### src/sv/tllp_pkg.sv
// shared types and constants for the timed line locator
`default_nettype none

package tllp_pkg;

    localparam int TIME_W         = 32;
    localparam int SLOT_W         = 6;
    localparam int IDX_W          = 7;
    localparam int CNT_REG_W      = 7;
    localparam int PROG_FRAC_BITS = 16;
    localparam int PROG_W         = PROG_FRAC_BITS + 1;
    localparam int QUEUE_DEPTH    = 2;
    localparam int QUEUE_AW       = 1;

    localparam logic OP_WRITE = 1'b0;
    localparam logic OP_QUERY = 1'b1;

    localparam logic [IDX_W-1:0]  IDX_NONE  = {IDX_W{1'b1}};
    localparam logic [PROG_W-1:0] PROG_ONE  = PROG_W'(1) << PROG_FRAC_BITS;
    localparam logic [PROG_W-1:0] PROG_ZERO = '0;

    typedef struct packed {
        logic              is_query;
        logic              wr_en;
        logic [SLOT_W-1:0] slot;
        logic [TIME_W-1:0] start_ms;
        logic [TIME_W-1:0] stop_ms;
        logic [TIME_W-1:0] pos_ms;
    } cmd_t;

    typedef struct packed {
        logic [TIME_W-1:0] start_ms;
        logic [TIME_W-1:0] stop_ms;
    } entry_t;

    typedef struct packed {
        logic signed [IDX_W-1:0] line_index;
        logic [PROG_W-1:0]       progress;
        logic                    index_changed;
        logic                    progress_changed;
    } res_t;

    typedef enum logic [2:0] {
        S_IDLE,
        S_CHK0,
        S_ISSUE,
        S_CMP,
        S_PREP,
        S_SAT,
        S_DIV,
        S_OUT
    } state_t;

endpackage

`default_nettype wire

### src/sv/tllp_front.sv
// front end: accepts input beats, classifies them and queues them for the back end
`default_nettype none

module tllp_front #(
    parameter int MAX_LINES = 64
) (
    input  wire logic                          clk,
    input  wire logic                          rst_n,
    input  wire logic                          in_valid,
    output logic                               in_ready,
    input  wire logic                          op,
    input  wire logic [tllp_pkg::SLOT_W-1:0]   entry_index,
    input  wire logic [tllp_pkg::TIME_W-1:0]   entry_start_ms,
    input  wire logic [tllp_pkg::TIME_W-1:0]   entry_end_ms,
    input  wire logic signed [tllp_pkg::TIME_W-1:0] position_ms,
    output logic                               cmd_valid,
    input  wire logic                          cmd_ready,
    output tllp_pkg::cmd_t                     cmd
);

    localparam int QCW = tllp_pkg::QUEUE_AW + 1;

    tllp_pkg::cmd_t                  q_reg [tllp_pkg::QUEUE_DEPTH];
    logic [tllp_pkg::QUEUE_AW-1:0]   wr_ptr_reg;
    logic [tllp_pkg::QUEUE_AW-1:0]   rd_ptr_reg;
    logic [QCW-1:0]                  cnt_reg;
    logic [QCW-1:0]                  cnt_next;
    tllp_pkg::cmd_t                  new_cmd;
    logic                            push;
    logic                            pop;

    // classify the beat: query or write, slot in range, clamp negative position
    always_comb
    begin
        new_cmd.is_query = (op == tllp_pkg::OP_QUERY);
        new_cmd.wr_en    = (op == tllp_pkg::OP_WRITE) && (int'(entry_index) < MAX_LINES);
        new_cmd.slot     = entry_index;
        new_cmd.start_ms = entry_start_ms;
        new_cmd.stop_ms  = entry_end_ms;
        if (position_ms[tllp_pkg::TIME_W-1])
        begin
            new_cmd.pos_ms = '0;
        end
        else
        begin
            new_cmd.pos_ms = {1'b0, position_ms[tllp_pkg::TIME_W-2:0]};
        end
    end

    assign in_ready  = (cnt_reg != QCW'(tllp_pkg::QUEUE_DEPTH));
    assign cmd_valid = (cnt_reg != '0);
    assign cmd       = q_reg[rd_ptr_reg];
    assign push      = in_valid && in_ready;
    assign pop       = cmd_valid && cmd_ready;

    always_comb
    begin
        case ({push, pop})
            2'b10:   cnt_next = cnt_reg + QCW'(1);
            2'b01:   cnt_next = cnt_reg - QCW'(1);
            default: cnt_next = cnt_reg;
        endcase
    end

    always_ff @(posedge clk or negedge rst_n)
    begin
        if (!rst_n)
        begin
            wr_ptr_reg <= '0;
            rd_ptr_reg <= '0;
            cnt_reg    <= '0;
        end
        else
        begin
            cnt_reg <= cnt_next;
            if (push)
            begin
                wr_ptr_reg <= wr_ptr_reg + tllp_pkg::QUEUE_AW'(1);
            end
            if (pop)
            begin
                rd_ptr_reg <= rd_ptr_reg + tllp_pkg::QUEUE_AW'(1);
            end
        end
    end

    always_ff @(posedge clk)
    begin
        if (push)
        begin
            q_reg[wr_ptr_reg] <= new_cmd;
        end
    end

endmodule

`default_nettype wire

### config.mk
export PLATFORM = sky130hd
export DESIGN_NAME = tllp_front
export DESIGN_NICKNAME = d
export VERILOG_FILES = /design/src/sv/tllp_pkg.sv /design/src/sv/tllp_front.sv
export SDC_FILE = /design/constraint.sdc
export NUM_CORES = 1
export LEC_CHECK = 0
export ABC_AREA = 1
export BUFFER_PORTS_ARGS = -buffer_cell sky130_fd_sc_hd__buf_2
export CAP_MARGIN = 5
export CORE_UTILIZATION = 50
export CTS_BUF_LIST = sky130_fd_sc_hd__clkbuf_2
export DETAILED_ROUTE_END_ITERATION = 10
export PLACE_DENSITY_LB_ADDON = 0.08
export REMOVE_ABC_BUFFERS = 1
export SLEW_MARGIN = 20
export SYNTH_ARGS = -nofsm -noshare
export SYNTH_HDL_FRONTEND = slang
export SYNTH_SLANG_ARGS = --single-unit
### constraint.sdc
create_clock -name clk -period 10.7 [get_ports clk]
set_input_delay 2.14 -clock clk [delete_from_list [all_inputs] [get_ports clk]]
set_output_delay 2.14 -clock clk [all_outputs]
set_load 0.05 [all_outputs]
### Word-level counts from Yosys, hierarchy flattened

Memories as Yosys holds them, arrays and structs flattened.
Index checks and enable logic that the tools add are counted.

* register bits after elaboration: 4
* RAM bits: 206
* input bits: 107
* output and inout port bits: 106
* logic and storage cells: 20
* memories kept: 1

Memory list
* q_reg: words 2, width 103, rd ports 1, clocked after Yosys merged registers in 0, wr ports 1, line tllp_front.sv:23 `tllp_pkg::cmd_t q_reg [tllp_pkg::QUEUE_DEPTH];`

* add/subtract/negate cells: 4
* eq/ne operators: 3
* multiplexer cells: 4
* bitwise gates (word level): 1
* reduce and logical (&&, ||, !) cells: 4

Operators by type and width (number)
* $mux W31: 1
* $pmux W2 S2: 1
* $reduce_bool A2 Y1: 2
* $add A1 B1 Y1 const B: 2
* $add A2 B1 Y2 const B: 1
* $eq A2 B1 Y1 const B: 1
* $eq A2 B2 Y1 const B: 1
* $logic_and A1 B1 Y1: 2
* $mux W1: 2
* $ne A2 B2 Y1 const B: 1
* $sub A2 B1 Y2 const B: 1
* $not A1 Y1: 1

### Logic depth before layout (Yosys ltp)

* word-level depth: 4
* mapped depth: 10

### Worst setup path after synthesis

Ideal clock, no wire load.

* path type: input to register
* start point: input port in_valid
* end point: memory q_reg[1][0] (netlist name) (enable)
* library setup time: 0.568 ns
* arrival time: 6.567 ns
* required time: 10.132 ns
* slack: 3.565 ns
* stages: 2
* path buffers: 0
* cell sequence: nand2_1 > nor2_1

* longest elaborated chain between the ends: 3

RTL lines
* start: declaration: line tllp_front.sv:9 `input wire logic in_valid,`
* $logic_and A1 B1 Y1: line tllp_front.sv:53 `assign push = in_valid && in_ready;`
* $mux W1: line tllp_front.sv:89 `if (push)`
* $mux W1 (not written as such): line tllp_front.sv:91 `q_reg[wr_ptr_reg] <= new_cmd;`
* end: declaration: line tllp_front.sv:23

Every way passes these cells.

==> reports/qor.txt <==
HP Class - register to register
Pre-antenna DRT Iters - 4
RSZ-0062 raised after global routing - no
Clock transition at path regs - 0.09 ns
Max FFs per register - 206
Hold depth - 1
Final Slew Violations - 0
DRT iter0 DRCs - 294
DRC - 0
Final net count - 988
GRT busiest layer - met2
Worst Skew - 0.0266 ns
Total Die Area - 16,500 sq um
Pwr/cell area - 323 nW/um^2
Synth Area in XOR/XNOR - 0.110%
Hold buffer count at cts - 0
CTS tree - yes
Post-CTS resize count - 0
Max_cap viols - 0
Seq/Total Area, Yosys - 78.7%
Met2 Usage GRT - 35.0%
Most frequent cells in the layout - nand2_1 (319), buf_2 (211), edfxtp_1 (206)
First-pass GRT wire length - 25.3 mm
Multiplexer area fraction after synthesis - 0%
Final Setup Violations - 0
Status - finished clean
Post-DP Area - 9190 sq um
Compound-gate portion of the synthesized area - 0.0627%
Crit Reg-Reg Endpoint - q_reg[0][102]$_DFFE_PP_
Clock Sink Count - 210
Largest family of logic cells by synthesized area - simple AND/OR/NAND/NOR gates
Worst relative slew slack - 28.3%
Clock buffer depth - 3
Critical path class - register to output pin
Vias - 5,284
DP Cell Count - 1,037
Clk Latency, worst-skew pair - 0.74 ns
Design area - 9610 sq um
Fmax - 0.197 GHz
Initial antenna violation count - 4
Synth cell types - 16
Die extent in y - 128 um
Overflow after GRT - 0
WL/cell - 14.8 um
Vias in the first global route - 5,381
Final setup margin - 5.63 ns
Post-CTS Setup Bufs - 0
Gr usage total - 20.4%
VDD IR max - 195 uV
DIE WIDTH - 128 um
IO Pins - 213
Post-synthesis cell area - 7990 sq um
Num CTS Buffers - 52
Data arrival time of the worst path - 2.93 ns
Adder-cell area share of the yosys netlist - 0.157%
Met3 usage - 7.53%
Critical path endpoint category - output pin
Period utilisation layout - 47.4%
Pre-CTS WS - 6.35 ns
Row Count - 45
Hold EP - cnt_reg[0]$_DFFE_PN0P_
Worst r2r src - cnt_reg[0]$_DFFE_PN0P_
Worst hold start - cnt_reg[0]$_DFFE_PN0P_
Htree depth - 2
Fraction of layout cells with a size suffix above 1 - 32.6%
Clock Tree Root - clkbuf_2
CP Max Fanout - 55
Core area - 15,400 sq um
RePlAce Congestion - 0.734
YS warnings - 0
Starting Density - 52.0%
Min Tclk post-route - 5.07 ns
Met1 global-route usage - 23.1%
CP startpoint kind - register
Worst R2R Setup Slack - 8.74 ns
Synth Area in Simple Gates - 16.8%
Synth Area per Inst - 12.6 sq um
Worst Hold Slack - 0.505 ns
Post-Route WL - 16.6 mm
Port buffer count - 211
R2R depth - 5
Detail Placement HPWL - 10.4 mm
Routed Antenna Nets - 0
Area grow syn2layout - 20.3%
Actual slew at the worst max-slew pin - 1.08 ns
Largest net degree at the start of global routing - 94
Data required time of the worst path - 8.56 ns
Final hold viol count - 0
Setup TNS - 0 ns
Mapped Cells - 636
Finished Layout Cells - 1,125
Most common cell after layout, fill and taps aside - nand2_1
Synth Register Bits - 210
LEAKAGE - 4.41 nW
Vias per inst - 4.70
worst max-delay path, stage by stage, from the launching register on:
cell      delay [ns]
dfrtp_4         0.56
clkinv_2        0.53
buf_4           0.59
nand2_1         0.10
nand2_1         0.13
buf_2           0.28
area by class of cell:
| class | count | area (sq um) |
|---|---|---|
| diodes | 2 | 5.00 |
| clock buffers | 76 | 380 |
| clock inverters | 10 | 37.5 |
| fillers | 1295 | 5760 |
| inverters | 39 | 148 |
| multi-input cells | 360 | 1390 |
| flip-flops and latches | 210 | 6290 |
| well taps | 211 | 264 |
| repair buffers | 217 | 1100 |
logic make-up after synthesis:
kind of cell    Yosys count
simple gates            356
flops                   210
buf+inv                  66
compound gates            1
xor+xnor                  1
fa+ha+maj                 1
other cells               1
metrics by stage:
stage / utilization [%] / total power [W]
after global routing: 62.5 / 0.00328
after detailed placement: 59.8 / 0.00266
after CTS: 62.5 / 0.00314
after global placement: 59.8 / 0.00264
after floorplan: - / 0.00231
final: 62.5 / 0.00310
routing by layer:
| layer | vias up | routed length (um) |
|---|---|---|
| met5 | - | 13 |
| met4 | 2 | 419 |
| met3 | 39 | 1530 |
| met2 | 212 | 8070 |
| met1 | 2427 | 6580 |
| li1 | 2604 | - |
report_power, final:
part           total [W]  leakage (nW)  switching [W]  internal, W
combinational    0.00144          2.11        0.00118     0.000265
clock           0.000476         0.331       0.000291     0.000185
sequential       0.00118          1.98      0.0000529      0.00113
total            0.00310          4.41        0.00152      0.00158
synthesized netlist by cell type, drive strengths merged:
master	n	share of area [%]
dfrtp	4	1.3
nand3	2	0.13
ha	1	0.16
clkbuf	3	0.14
conb	1	0.047
buf	24	2.2
nand2	319	15
inv	39	1.8
nor2	34	1.6
edfxtp	206	77
a21oi	1	0.063
nand4	1	0.078
xnor2	1	0.11
worst max path at each step:
stage	slack (ns)	end	cells after the start	startpoint
finish	5.63	cmd[61]	5	rd_ptr_reg$_DFFE_PN0P_
global route	5.33	cmd[97]	5	rd_ptr_reg$_DFFE_PN0P_
CTS	5.49	cmd[61]	5	rd_ptr_reg$_DFFE_PN0P_
detailed placement	6.35	cmd[61]	5	rd_ptr_reg$_DFFE_PN0P_
global placement	6.38	cmd[61]	5	rd_ptr_reg$_DFFE_PN0P_
floorplan	3.57	q_reg[1][0]$_DFFE_PP_	2	in_valid
Power figures use the tool's default switching activity.
